`src/sv/dfops_pkg.sv`:
```
`timescale 1ns / 1ps
// ----------------------------------------------------------------------------
// dfops_pkg: shared types and constants for dragonfly output port selection
// Field widths, command and mode codes, register indexes and pipeline records.
// ----------------------------------------------------------------------------
package dfops_pkg;

    localparam int NODE_W          = 16;
    localparam int CFG_W           = 7;
    localparam int PROXY_W         = 6;
    localparam int TBL_W           = 12;
    localparam int PORT_W          = 8;
    localparam int ROUTE_DEPTH     = 4096;
    localparam int RT_AW           = 12;
    localparam int MAX_GROUPS      = 64;
    localparam int MAX_GROUP_PORTS = 4096;
    localparam int RM_IDX_W        = 16;
    localparam int OG_W            = 18;
    localparam int Q_DEPTH         = 4;
    localparam int S_DATA_W        = 64;
    localparam int M_DATA_W        = 16;
    localparam int CFG_IDX_W       = 3;
    localparam int CFG_DATA_W      = 16;

    // register indexes
    localparam logic [CFG_IDX_W-1:0] CFG_SERVERS  = 3'd0;
    localparam logic [CFG_IDX_W-1:0] CFG_SWITCHES = 3'd1;
    localparam logic [CFG_IDX_W-1:0] CFG_UPLINKS  = 3'd2;
    localparam logic [CFG_IDX_W-1:0] CFG_GROUPS   = 3'd3;
    localparam logic [CFG_IDX_W-1:0] CFG_SRV_CNT  = 3'd4;
    localparam logic [CFG_IDX_W-1:0] CFG_MODE     = 3'd5;

    // wiring modes
    localparam logic [2:0] MODE_ABS   = 3'd0;
    localparam logic [2:0] MODE_REL   = 3'd1;
    localparam logic [2:0] MODE_CIRC  = 3'd2;
    localparam logic [2:0] MODE_TABLE = 3'd3;
    localparam logic [2:0] MODE_REMAP = 3'd4;

    typedef enum logic [1:0] {
        CMD_ROUTE = 2'd0,
        CMD_WR_RT = 2'd1,
        CMD_WR_RM = 2'd2,
        CMD_NOP   = 2'd3
    } cmd_t;

    // effective configuration, zero p, a, h and g already read as one
    typedef struct packed {
        logic [CFG_W-1:0]  p;
        logic [CFG_W-1:0]  a;
        logic [CFG_W-1:0]  h;
        logic [CFG_W-1:0]  g;
        logic [NODE_W-1:0] sc;
        logic [2:0]        mode;
    } cfg_t;

    typedef struct packed {
        cmd_t              cmd;
        logic              is_sw;
        logic [NODE_W-1:0] cur_sw;
        logic [NODE_W-1:0] dst;
        logic [PROXY_W-1:0] proxy;
        logic [TBL_W-1:0]  tidx;
        logic [TBL_W-1:0]  tval;
    } item_t;

    typedef struct packed {
        item_t             it;
        logic [NODE_W-1:0] dst_sw;
        logic [CFG_W-1:0]  dst_mp;
        logic [NODE_W-1:0] cur_grp;
        logic [CFG_W-1:0]  local_sw;
        logic [NODE_W-1:0] dst_grp;
        logic [CFG_W-1:0]  dst_la;
        logic              done;
        logic [PORT_W-1:0] port;
        logic [NODE_W-1:0] tgt;
        logic [16:0]       diff;
        logic [NODE_W-1:0] abs_og;
        logic [RT_AW-1:0]  rt_idx;
        logic              v_neg;
        logic [16:0]       v_abs;
        logic [17:0]       ct;
        logic [OG_W-1:0]   circ_og;
        logic [CFG_W-1:0]  tm;
        logic [RM_IDX_W-1:0] rm_idx;
    } pipe_t;

endpackage

```
`src/sv/dfops_front.sv`:
```
`timescale 1ns / 1ps
// ----------------------------------------------------------------------------
// dfops_front: request intake and classification
// Unpacks a request, tags switch or server, drops no-op commands.
// ----------------------------------------------------------------------------
module dfops_front (
    input  logic                           s_tvalid,
    output logic                           s_tready,
    input  logic [dfops_pkg::S_DATA_W-1:0] s_tdata,
    input  dfops_pkg::cfg_t                cfg,
    input  logic                           q_full,
    output logic                           q_push,
    output dfops_pkg::item_t               q_item
);
    import dfops_pkg::*;

    logic [NODE_W-1:0] cur;

    assign cur      = s_tdata[17:2];
    assign s_tready = ~q_full;

    always_comb begin
        q_item        = '0;
        q_item.cmd    = cmd_t'(s_tdata[1:0]);
        q_item.is_sw  = (cur >= cfg.sc);
        q_item.cur_sw = cur - cfg.sc;
        q_item.dst    = s_tdata[33:18];
        q_item.proxy  = s_tdata[39:34];
        q_item.tidx   = s_tdata[51:40];
        q_item.tval   = s_tdata[63:52];
    end

    // no-op commands are taken and dropped here
    assign q_push = s_tvalid & ~q_full & (q_item.cmd != CMD_NOP);
endmodule

```
`config.mk`:
```
export PLATFORM = sky130hd
export DESIGN_NAME = dfops_front
export DESIGN_NICKNAME = d
export VERILOG_FILES = /design/src/sv/dfops_pkg.sv /design/src/sv/dfops_front.sv
export SDC_FILE = /design/constraint.sdc
export NUM_CORES = 1
export LEC_CHECK = 0
export BUFFER_PORTS_ARGS = -buffer_cell sky130_fd_sc_hd__buf_4
export CAP_MARGIN = 20
export CELL_PAD_IN_SITES_DETAIL_PLACEMENT = 2
export CELL_PAD_IN_SITES_GLOBAL_PLACEMENT = 2
export CORE_MARGIN = 2
export CORE_UTILIZATION = 13
export DETAILED_ROUTE_END_ITERATION = 6
export GPL_TIMING_DRIVEN = 0
export PLACE_DENSITY = 0.82
export SETUP_SLACK_MARGIN = 0.2
export SLEW_MARGIN = 10
export SYNTH_ARGS = -nofsm -noshare
export SYNTH_HDL_FRONTEND = slang
export SYNTH_SLANG_ARGS = --single-unit
```
`constraint.sdc`:
```
create_clock -name vclk -period 2.6
set_input_delay 0.39 -clock vclk [all_inputs]
set_output_delay 0.39 -clock vclk [all_outputs]
set_load 0.02 [all_outputs]
```
Yosys cells after proc, flatten, opt, wreduce, memory -nomap -nowiden
Index checks and enable logic that the tools add are counted.
- input bits: 113
- output and inout bits: 67
- bits in registers: 0
- bitwise logic cells: 3
- add/subtract/negate cells: 1
- magnitude comparators: 1
- equality and inequality tests: 1
- operators by type and width (cell ; number):
    >= comparator 16 bit ; 1
    subtractor 16 bit ; 1
    bitwise AND 1 bit ; 2
    inequality test 2 bit (second input constant) ; 1
    inverter 1 bit ; 1

Depth between registers and ports, before layout
- depth in word-level cells: 3
- gate-level depth with buffers: 8
- gate-level depth less buffers: 8

Worst setup path before layout
Ideal clock, no wire load.
- kind: input -> output
- start point: input s_tdata[2] (netlist name)
- end point: output q_item[62] (netlist name)
- arrival time: 2.137 ns
- slack: 0.073 ns
- required time: 2.210 ns
- stages on the path: 8
- path buffers: 0
- path through: inv_1 -> ha_1 -> fa_1 -> nor2b_1 -> o21bai_2 -> a21oi_1 -> nor4_1 -> o31ai_1
- RTL lines (element ; line ; text):
    from (decl) ; dfops_front.sv:9 ; input logic [dfops_pkg::S_DATA_W-1:0] s_tdata,
    to (decl) ; dfops_front.sv:13 ; output dfops_pkg::item_t q_item

==> impl_metrics.ini <==
[sta]
hold_viol_final = 0
hold_slack_ps = 977.4
setup_tns_ps = 0
rsz0062_at_grt = yes
finalSetupViolations = 0
worst_slew_pin_slew_ps = 340.7
slew_headroom_pct = 77.28
fin_crit_ps = 2350
finalCritPeriodShare_pct = 90.38
fmax_mhz = 425.5
maxSlewViolCount = 0

[setup_path]
cp-end-kind = output port
crit_arrival_ps = 1960
crit_fanout = 5
crit_type = input port to output port
start_kind = input port
crit_end = q_item[61]
setup.worst_path.start = s_tdata[14]
cp.required_ps = 2210

[yosys]
ys_types = 34
synthCells = 177
syn_area_sq_um = 1241
netlist.top_cell.by_area = buf_4
yosysSeqAreaShare_pct = 0
synthesis.nets = 307
avgSynthCellArea_sq_um = 7.012
synth_top_area_share_pct = 29.03
synth.area.top_cells = buf_4 (29%), ha_1 (16%), inv_1 (7.3%)
ys.warnings.count = 0

[power_and_ir_drop]
p_per_area_nw_per_um2 = 277.1
p_sw_share_pct = 50.22
total_leakage_power_nw = 1.288
switchingPower_w = 0.0003588
seqPwrFrac_pct = 0
combinationalPowerShare_pct = 100.0
vdd_drop_max_mv = 0.08232
clkPwrFrac_pct = 0
p_int_w = 0.0003557

[job]
max_cap_viol_count = 0

[grt]
grtUsageTotal_pct = 8.631
grt_pass1_wl_microns = 7438
grt_overflow_total = 0
grt_pass1_vias = 1660
grt_max_degree = 9
grt_antenna_before_repair = 0

[finish]
layout.area.seq_sq_um = 0
nets = 420
drive_above_1_share_pct = 71.88
area_growth_pct = 107.8
seq_cell_count = 0
nClkBuffers = 0
n_antenna_cell = 0
fillerInstances = 1050

[detailed_routing]
drtIter0Drc = 19
wl_per_cell_microns = 12.92
vias = 1585
ant_nets = 0
drt_pass1_iterations = 3
wl_microns = 5386
via_per_inst = 3.801
post-route-drc-count = 0

[floorplanning]
fp.dieArea_sq_um = 10340
rows = 35
start_util_pct = 13.43
core_sq_um = 9240
die_x_microns = 101.7
die_h_microns = 101.7
num_io_pins = 180

[clocking]
postCtsHoldBufs = 0

[placement]
routabilityCongestion = 0.8561
dp_hpwl_microns = 4530
port_buffers = 103

[min_path]
min_from = s_tdata[33]
hp-class = input port to output port

[status]
status = finished, final reports clean
## layout make-up
cell class / count / area (sq um) / share of cell area [%]
buffer: 49 / 367.9 / 14.26
timing repair buffer: 111 / 852.1 / 33.04
inverter: 24 / 92.59 / 3.590
multi-input combinational: 104 / 1105 / 42.84
tap: 129 / 161.4 / 6.259
## worst min-delay path by stage
stage                      end  slack, ps  cells after the start
finish              q_item[45]        980                      2
global route        q_item[39]        980                      2
CTS                 q_item[45]        980                      2
detailed placement  q_item[45]        980                      2
global placement    q_item[21]        980                      2
floorplan             s_tready        860                      1
## synthesized netlist by cell type, drive strengths merged, types with 2 or more instances
cell type,number
a2111oi,2
a211o,2
a211oi,2
a21o,7
a21oi,13
a31oi,3
and2,2
and3,4
buf,48
ha,16
inv,24
nand2,9
nand3,6
nor2,6
nor2b,2
nor3,2
o21a,3
o21ai,3
o21bai,2
xnor2,9
xor2,3
## critical path, stage by stage
cell,delay (ps)
buf_4,120
ha_4,250
a21o_1,170
a21o_1,210
a221o_1,340
a31oi_2,180
xnor2_1,140
buf_4,160
## logic make-up (layout without fill, tap and decap cells)
group	Yosys count	in the layout	synth area share [%]
buffers and inverters	73	184	36.69
AOI/OAI and AO/OA	41	41	23.59
and+or+nand+nor	34	34	13.51
adders and majority gates	17	17	17.74
xor gates and xnor gates	12	12	8.468
## power by group through the flow
| stage | combinational, W | clock, W | sequential, W |
|---|---|---|---|
| 6_report | 0.000715 | 0 | 0 |
| 5_1_grt | 0.000766 | 0 | 0 |
| 4_1_cts | 0.000661 | 0 | 0 |
| 3_5_place_dp | 0.000607 | 0 | 0 |
| 3_3_place_gp | 0.000596 | 0 | 0 |
| 2_1_floorplan | 0.000365 | 0 | 0 |
## cells in the final DEF (no fill, tap or decap), types with 5 or more instances in the layout
cell type    n
a21o_1       7
a21oi_1      5
a21oi_4      5
buf_4      156
ha_2         5
ha_4         8
inv_1       20
nand2_1      9
nand3_1      6
nor2_1       6
xnor2_1      8
## layer usage
layer,vias to the layer above,global-route usage (%),wire (microns)
met5,-,0,0
met4,0,0.4158,29
met3,2,1.518,434
met2,82,17.66,3095
met1,731,9.522,1827
li1,770,-,-
## stage by stage
| step | std cells | utilization (%) | worst slack [ps] | area (sq um) | total power, W |
|---|---|---|---|---|---|
| after floorplan | 177 | - | 204.9 | 1259 | 0.0003648 |
| after global placement | 409 | 23.74 | -66.28 | 2193 | 0.0005958 |
| after detailed placement | 409 | 23.74 | -76.29 | 2193 | 0.0006072 |
| after CTS | 413 | 25.77 | 158.5 | 2381 | 0.0006611 |
| after global routing | 417 | 27.91 | 149.9 | 2579 | 0.0007659 |
| final | 417 | 27.91 | 250.0 | 2579 | 0.0007145 |
## repair_timing
| action | CTS | global route |
|---|---|---|
| gates resized for setup | 37 | 31 |
| setup buffers | 4 | 4 |
| pin swaps | 14 | 18 |
| setup endpoints to repair | 10 | 10 |
| hold endpoints to repair | 0 | 0 |
| cloned | 0 | 0 |
(Power assumes the default switching activity.)
