===== config.mk =====
export PLATFORM = sky130hd
export DESIGN_NAME = dfops_queue
export DESIGN_NICKNAME = d
export VERILOG_FILES = /design/src/sv/dfops_pkg.sv /design/src/sv/dfops_queue.sv
export SDC_FILE = /design/constraint.sdc
export NUM_CORES = 1
export LEC_CHECK = 0
export BUFFER_PORTS_ARGS = -buffer_cell sky130_fd_sc_hd__buf_2
export CORE_UTILIZATION = 45
export CTS_CLUSTER_DIAMETER = 60
export DETAILED_ROUTE_END_ITERATION = 6
export SYNTH_ARGS = -nofsm -noshare
export SYNTH_HDL_FRONTEND = slang
export SYNTH_SLANG_ARGS = --single-unit
export TNS_END_PERCENT = 5

===== constraint.sdc =====
create_clock -name aclk -period 2.79 [get_ports aclk]
set_input_delay 0 -clock aclk [delete_from_list [all_inputs] [get_ports aclk]]
set_output_delay 0 -clock aclk [all_outputs]
set_load 0.01 [all_outputs]

===== src/sv/dfops_pkg.sv =====
`timescale 1ns / 1ps
// ----------------------------------------------------------------------------
// dfops_pkg: shared types and constants for dragonfly output port selection
// Field widths, command and mode codes, register indexes and pipeline records.
// ----------------------------------------------------------------------------
package dfops_pkg;

    localparam int NODE_W          = 16;
    localparam int CFG_W           = 7;
    localparam int PROXY_W         = 6;
    localparam int TBL_W           = 12;
    localparam int PORT_W          = 8;
    localparam int ROUTE_DEPTH     = 4096;
    localparam int RT_AW           = 12;
    localparam int MAX_GROUPS      = 64;
    localparam int MAX_GROUP_PORTS = 4096;
    localparam int RM_IDX_W        = 16;
    localparam int OG_W            = 18;
    localparam int Q_DEPTH         = 4;
    localparam int S_DATA_W        = 64;
    localparam int M_DATA_W        = 16;
    localparam int CFG_IDX_W       = 3;
    localparam int CFG_DATA_W      = 16;

    // register indexes
    localparam logic [CFG_IDX_W-1:0] CFG_SERVERS  = 3'd0;
    localparam logic [CFG_IDX_W-1:0] CFG_SWITCHES = 3'd1;
    localparam logic [CFG_IDX_W-1:0] CFG_UPLINKS  = 3'd2;
    localparam logic [CFG_IDX_W-1:0] CFG_GROUPS   = 3'd3;
    localparam logic [CFG_IDX_W-1:0] CFG_SRV_CNT  = 3'd4;
    localparam logic [CFG_IDX_W-1:0] CFG_MODE     = 3'd5;

    // wiring modes
    localparam logic [2:0] MODE_ABS   = 3'd0;
    localparam logic [2:0] MODE_REL   = 3'd1;
    localparam logic [2:0] MODE_CIRC  = 3'd2;
    localparam logic [2:0] MODE_TABLE = 3'd3;
    localparam logic [2:0] MODE_REMAP = 3'd4;

    typedef enum logic [1:0] {
        CMD_ROUTE = 2'd0,
        CMD_WR_RT = 2'd1,
        CMD_WR_RM = 2'd2,
        CMD_NOP   = 2'd3
    } cmd_t;

    // effective configuration, zero p, a, h and g already read as one
    typedef struct packed {
        logic [CFG_W-1:0]  p;
        logic [CFG_W-1:0]  a;
        logic [CFG_W-1:0]  h;
        logic [CFG_W-1:0]  g;
        logic [NODE_W-1:0] sc;
        logic [2:0]        mode;
    } cfg_t;

    typedef struct packed {
        cmd_t              cmd;
        logic              is_sw;
        logic [NODE_W-1:0] cur_sw;
        logic [NODE_W-1:0] dst;
        logic [PROXY_W-1:0] proxy;
        logic [TBL_W-1:0]  tidx;
        logic [TBL_W-1:0]  tval;
    } item_t;

    typedef struct packed {
        item_t             it;
        logic [NODE_W-1:0] dst_sw;
        logic [CFG_W-1:0]  dst_mp;
        logic [NODE_W-1:0] cur_grp;
        logic [CFG_W-1:0]  local_sw;
        logic [NODE_W-1:0] dst_grp;
        logic [CFG_W-1:0]  dst_la;
        logic              done;
        logic [PORT_W-1:0] port;
        logic [NODE_W-1:0] tgt;
        logic [16:0]       diff;
        logic [NODE_W-1:0] abs_og;
        logic [RT_AW-1:0]  rt_idx;
        logic              v_neg;
        logic [16:0]       v_abs;
        logic [17:0]       ct;
        logic [OG_W-1:0]   circ_og;
        logic [CFG_W-1:0]  tm;
        logic [RM_IDX_W-1:0] rm_idx;
    } pipe_t;

endpackage


===== src/sv/dfops_queue.sv =====
`timescale 1ns / 1ps
// ----------------------------------------------------------------------------
// dfops_queue: short request queue between intake and route pipeline
// Small circular buffer with occupancy count.
// ----------------------------------------------------------------------------
module dfops_queue #(
    parameter int DEPTH = dfops_pkg::Q_DEPTH
) (
    input  logic             aclk,
    input  logic             aresetn,
    input  logic             push,
    input  dfops_pkg::item_t din,
    output logic             full,
    input  logic             pop,
    output logic             valid,
    output dfops_pkg::item_t dout
);
    import dfops_pkg::*;

    localparam int PW = (DEPTH > 1) ? $clog2(DEPTH) : 1;
    localparam int CW = $clog2(DEPTH + 1);

    item_t           mem [DEPTH];
    logic [PW-1:0]   wr_ptr_reg;
    logic [PW-1:0]   rd_ptr_reg;
    logic [CW-1:0]   count_reg;
    logic            do_pop;

    assign full   = (count_reg == CW'(DEPTH));
    assign valid  = (count_reg != '0);
    assign dout   = mem[rd_ptr_reg];
    assign do_pop = pop & valid;

    always_ff @(posedge aclk) begin
        if (push) begin
            mem[wr_ptr_reg] <= din;
        end
    end

    always_ff @(posedge aclk) begin
        if (!aresetn) begin
            wr_ptr_reg <= '0;
            rd_ptr_reg <= '0;
            count_reg  <= '0;
        end else begin
            if (push) begin
                wr_ptr_reg <= (wr_ptr_reg == PW'(DEPTH - 1)) ? '0 : wr_ptr_reg + 1'b1;
            end
            if (do_pop) begin
                rd_ptr_reg <= (rd_ptr_reg == PW'(DEPTH - 1)) ? '0 : rd_ptr_reg + 1'b1;
            end
            count_reg <= count_reg + CW'(push) - CW'(do_pop);
        end
    end
endmodule


Yosys cells after proc, flatten, opt, wreduce, memory -nomap -nowiden --
Memory sizes are Yosys's and may differ from the RTL's. A register that Yosys moved wholly into a read port is not among the register bits. Cells that the tools add are included.
Cells by class: $add $sub $neg 4, equal/unequal tests 3, mux-type cells 6, bitwise operators 1, reduce and logical (&&, ||, !) cells 1
Operators with widths (number):
- $mux 2 | 4
- $add 2x1->2 const B | 2
- $eq 2x2->1 const B | 2
- $add 3x1->3 | 1
- $eq 3x3->1 const B | 1
- $reduce_bool 3->1 | 1
- $sub 3x1->3 | 1
- $mux 1 | 2
- $and 1x1->1 | 1
Word-level totals: register bits after elaboration 7, bits in writable memories 260, bits of input ports 69, logic and storage cells 19, memories 1
Memory list:
- mem | depth 4, bits a word 65, read ports 1, clocked after memory_dff 1, write ports 1, RTL line dfops_queue.sv:23 | item_t mem [DEPTH];

Longest topological paths before layout --
depth in word-level cells 4, mapped depth 6, depth with buffers taken out 6

Worst setup path before layout --
OpenSTA, ideal clock, no wires.
kind register -> register, start register wr_ptr_reg[0], end memory mem[0][0] (netlist name), enable pin, arrival 2.066 ns, required time 2.360 ns, path slack 0.294 ns, stages on the path, launching flop included 4, buffers on the path 0, clock period less this slack 2.496 ns, cells stage by stage dfxtp_1 > inv_1 > ha_1 > and2_1
RTL lines:
- from (decl) | RTL line dfops_queue.sv:24 | logic [PW-1:0] wr_ptr_reg;
- from (signal assigned) | RTL line dfops_queue.sv:47 | wr_ptr_reg <= (wr_ptr_reg == PW'(DEPTH - 1)) ? '0 : wr_ptr_reg + 1'b1;
- to (decl) | RTL line dfops_queue.sv:23
Straight into the memory's write port.

==> run_results.csv <==
group,metric,value,unit
clocking,ctsRootBufferMaster,"clkbuf_16",
clocking,cts-resized-gates,0,
layout,final_nets,688,
synth,synthTopCellsByArea,"edfxtp_1, mux4_2, dfxtp_1, buf_12, ha_1",
timing,relSlewSlack,0.547,
setup_path,timing.rr.start,"count_reg[0]",
die,initial_core_util,0.466,
route,first_pass_iters,4,
synth,yosysMostFrequentCell,"edfxtp_1",
setup_path,criticalPathCategory,"reg -> out",
global_route,grt_pass1_vias,4900,
global_route,grt_overflow_total,0,
global_route,grt_pass1_wl,26600,microns
global_route,grt.total_usage,0.158,
run_status,status,"complete, no violations",
clocking,worstSkewPairLatency,0.52,ns
timing,max_freq,444,MHz
timing,tightest_slew,0.680,ns
global_route,antenna_found_initial,0,
synth,synth.area.mux_share,0.154,
synth,synth-simple-area-share,0.0101,
layout,syn2layout_area_growth,25.8,%
setup_path,arrival,2.25,ns
synth,synth_cell_types,23,
route,avgRoutedWirePerCell,19.5,microns
min_path,hold_path_class,"in -> reg",
timing,drv_slew,0,
global_route,grt_max_degree,49,
synth,synth-compound-area-share,0.00177,
pwr,power,9.84,mW
synth,synth_fp_nets,461,
synth,ys_seq_area_frac,0.806,
pwr,power_density,789,nW/um^2
setup_path,ff2ff_path_depth,6,
pwr,vdd_drop_max,0.585,mV
die,die_width,150,microns
layout,n_antenna_cell,0,
synth,syn_area_per_cell,25.8,sq um
die,ios,136,
timing,finalCritPeriodShare,0.807,
synth,yosysTopAreaCellShare,0.787,
placement,place_hpwl,10200,microns
pwr,leakagePower,4.28,nW
die,core_area,21300,sq um
clocking,cts_tree,"done",
synth,synth_edf_count,260,
synth,synth-xor-area-share,0.00240,
route,drc,0,
setup_path,rrSetupSlack,0.59,ns
synth,synth_top_family_by_area,"multiplexers",
synth,synthAdderAreaFrac,0.00959,
route,via_per_inst,5.14,
clocking,htreeDepth,1,
synth,synthArstFlopShare,0,
placement,io_buffers,135,
route,drtIter0Drc,171,
synth,yosysTopAreaCell,"edfxtp_1",
synth,synthFlopType,"edfxtp_1",
route,num_vias,4641,
synth,synth_seq_cells,269,
synth,yosysWarnings,0,
die,rows,53,
die,fp.dieH,150,microns
clocking,cts.sinks,269,
setup_path,setup.worst_path.start_class,"flip-flop",
timing,fin_skew,0.0104,ns
clocking,cts-buffers-inserted,28,
setup_path,r2r-end,"count_reg[2]",
setup_path,critPathCaptureType,"primary output",
timing,finalSetupViolCount,0,
timing,setup-tns-final,0,ns
die,die_area,22600,sq um
timing,rsz0062_at_grt,"no",
layout,largest_reg_flops,260,
layout,final_layout_size_suffix_gt1_frac,0.408,
synth,synthesis.area,9920,sq um
timing,fin_crit,2.25,ns
timing,hold_viol,0,
synth,synth_commonest_cells,"edfxtp_1, mux4_2, dfxtp_1",
placement,place_congestion,0.721,
clocking,clockBufferDepth,3,
setup_path,cp-endpoint,"dout[48]",
run,drv_cap,0,
route,final_antenna_net_count,0,
setup_path,crit_required,2.79,ns
clocking,clkTransAtPathRegs,0.06,ns
route,drt_wl_total,17600,microns
synth,syn-instance-count,385,
setup_path,cp_max_fo,20,
[logic make-up after synthesis]
kind of cell    after synthesis
xor+xnor                      1
flops                       269
buf+inv                      18
simple gates                 17
compound gates                2
mux                          71
fa+ha+maj                     7
[cell type report]
| cell class | instances | area [sq um] |
|---|---|---|
| multi-input cells | 98 | 1770 |
| clock buffers | 38 | 811 |
| inverters | 4 | 15.0 |
| well taps | 275 | 344 |
| clock inverters | 8 | 43.8 |
| fillers | 1553 | 8820 |
| flip-flops and latches | 269 | 8000 |
| repair buffers | 211 | 1490 |
[worst min-delay path by stage]
stage	endpoint	cells after the start	slack (ns)	start
CTS	mem[3][58]	2	0.20	din[58]
floorplan	mem[0][0]	0	0.1	din[0]
finish	mem[0][48]	2	0.23	din[48]
global route	mem[1][39]	2	0.21	din[39]
global placement	mem[1][5]	1	0.21	din[5]
detailed placement	mem[0][22]	1	0.22	din[22]
[layout by cell type (no fill, tap or decap), types with 2 or more instances in the layout]
| cell | n |
|---|---|
| and2_1 | 2 |
| and2_4 | 4 |
| buf_12 | 6 |
| buf_2 | 135 |
| buf_4 | 2 |
| clkbuf_1 | 5 |
| clkbuf_16 | 30 |
| clkbuf_8 | 3 |
| clkinv_1 | 3 |
| clkinv_2 | 3 |
| dfxtp_1 | 7 |
| dfxtp_4 | 2 |
| dlygate4sd3_1 | 68 |
| edfxtp_1 | 260 |
| ha_1 | 6 |
| inv_1 | 4 |
| inv_6 | 2 |
| mux2i_1 | 6 |
| mux4_2 | 65 |
| nand2_1 | 3 |
| nor2_1 | 2 |
| or3b_2 | 2 |
[power by group]
part | internal [mW] | switching (mW)
clock network | 2.01 | 1.38
logic | 0.909 | 0.754
registers | 4.63 | 0.160
[timing repair]
item	4_1_cts	5_1_grt
setup buffers	0	0
hold endpoints to repair	269	0
hold buffers	68	0
[through the flow]
| step | hold WS, ns | cell area (sq um) | worst slack (ns) | instances | util |
|---|---|---|---|---|---|
| 6_report | 0.225 | 12500 | 0.538 | 903 | 0.586 |
| 5_1_grt | 0.206 | 12500 | 0.363 | 903 | 0.586 |
| 4_1_cts | 0.201 | 12500 | 0.434 | 903 | 0.586 |
| 3_5_place_dp | 0.216 | 10900 | 0.555 | 789 | 0.514 |
| 3_3_place_gp | 0.208 | 10900 | 0.673 | 789 | 0.514 |
| 2_1_floorplan | 0.0989 | 9920 | 0.294 | 385 | - |
[per-layer routing]
metal,GRT usage,wire length [microns],vias to the layer above
li1,-,-,2099
met1,0.208,7320,2399
met2,0.265,9000,117
met3,0.0352,1040,26
met4,0.0429,232,0
met5,0,0,-
[critical path: stages (launching register included)]
cell and delay, ns:
dfxtp_4 0.62, buf_4 0.40, mux4_2 0.56, buf_2 0.15
Note: power is estimated with default switching activity, not from simulation.
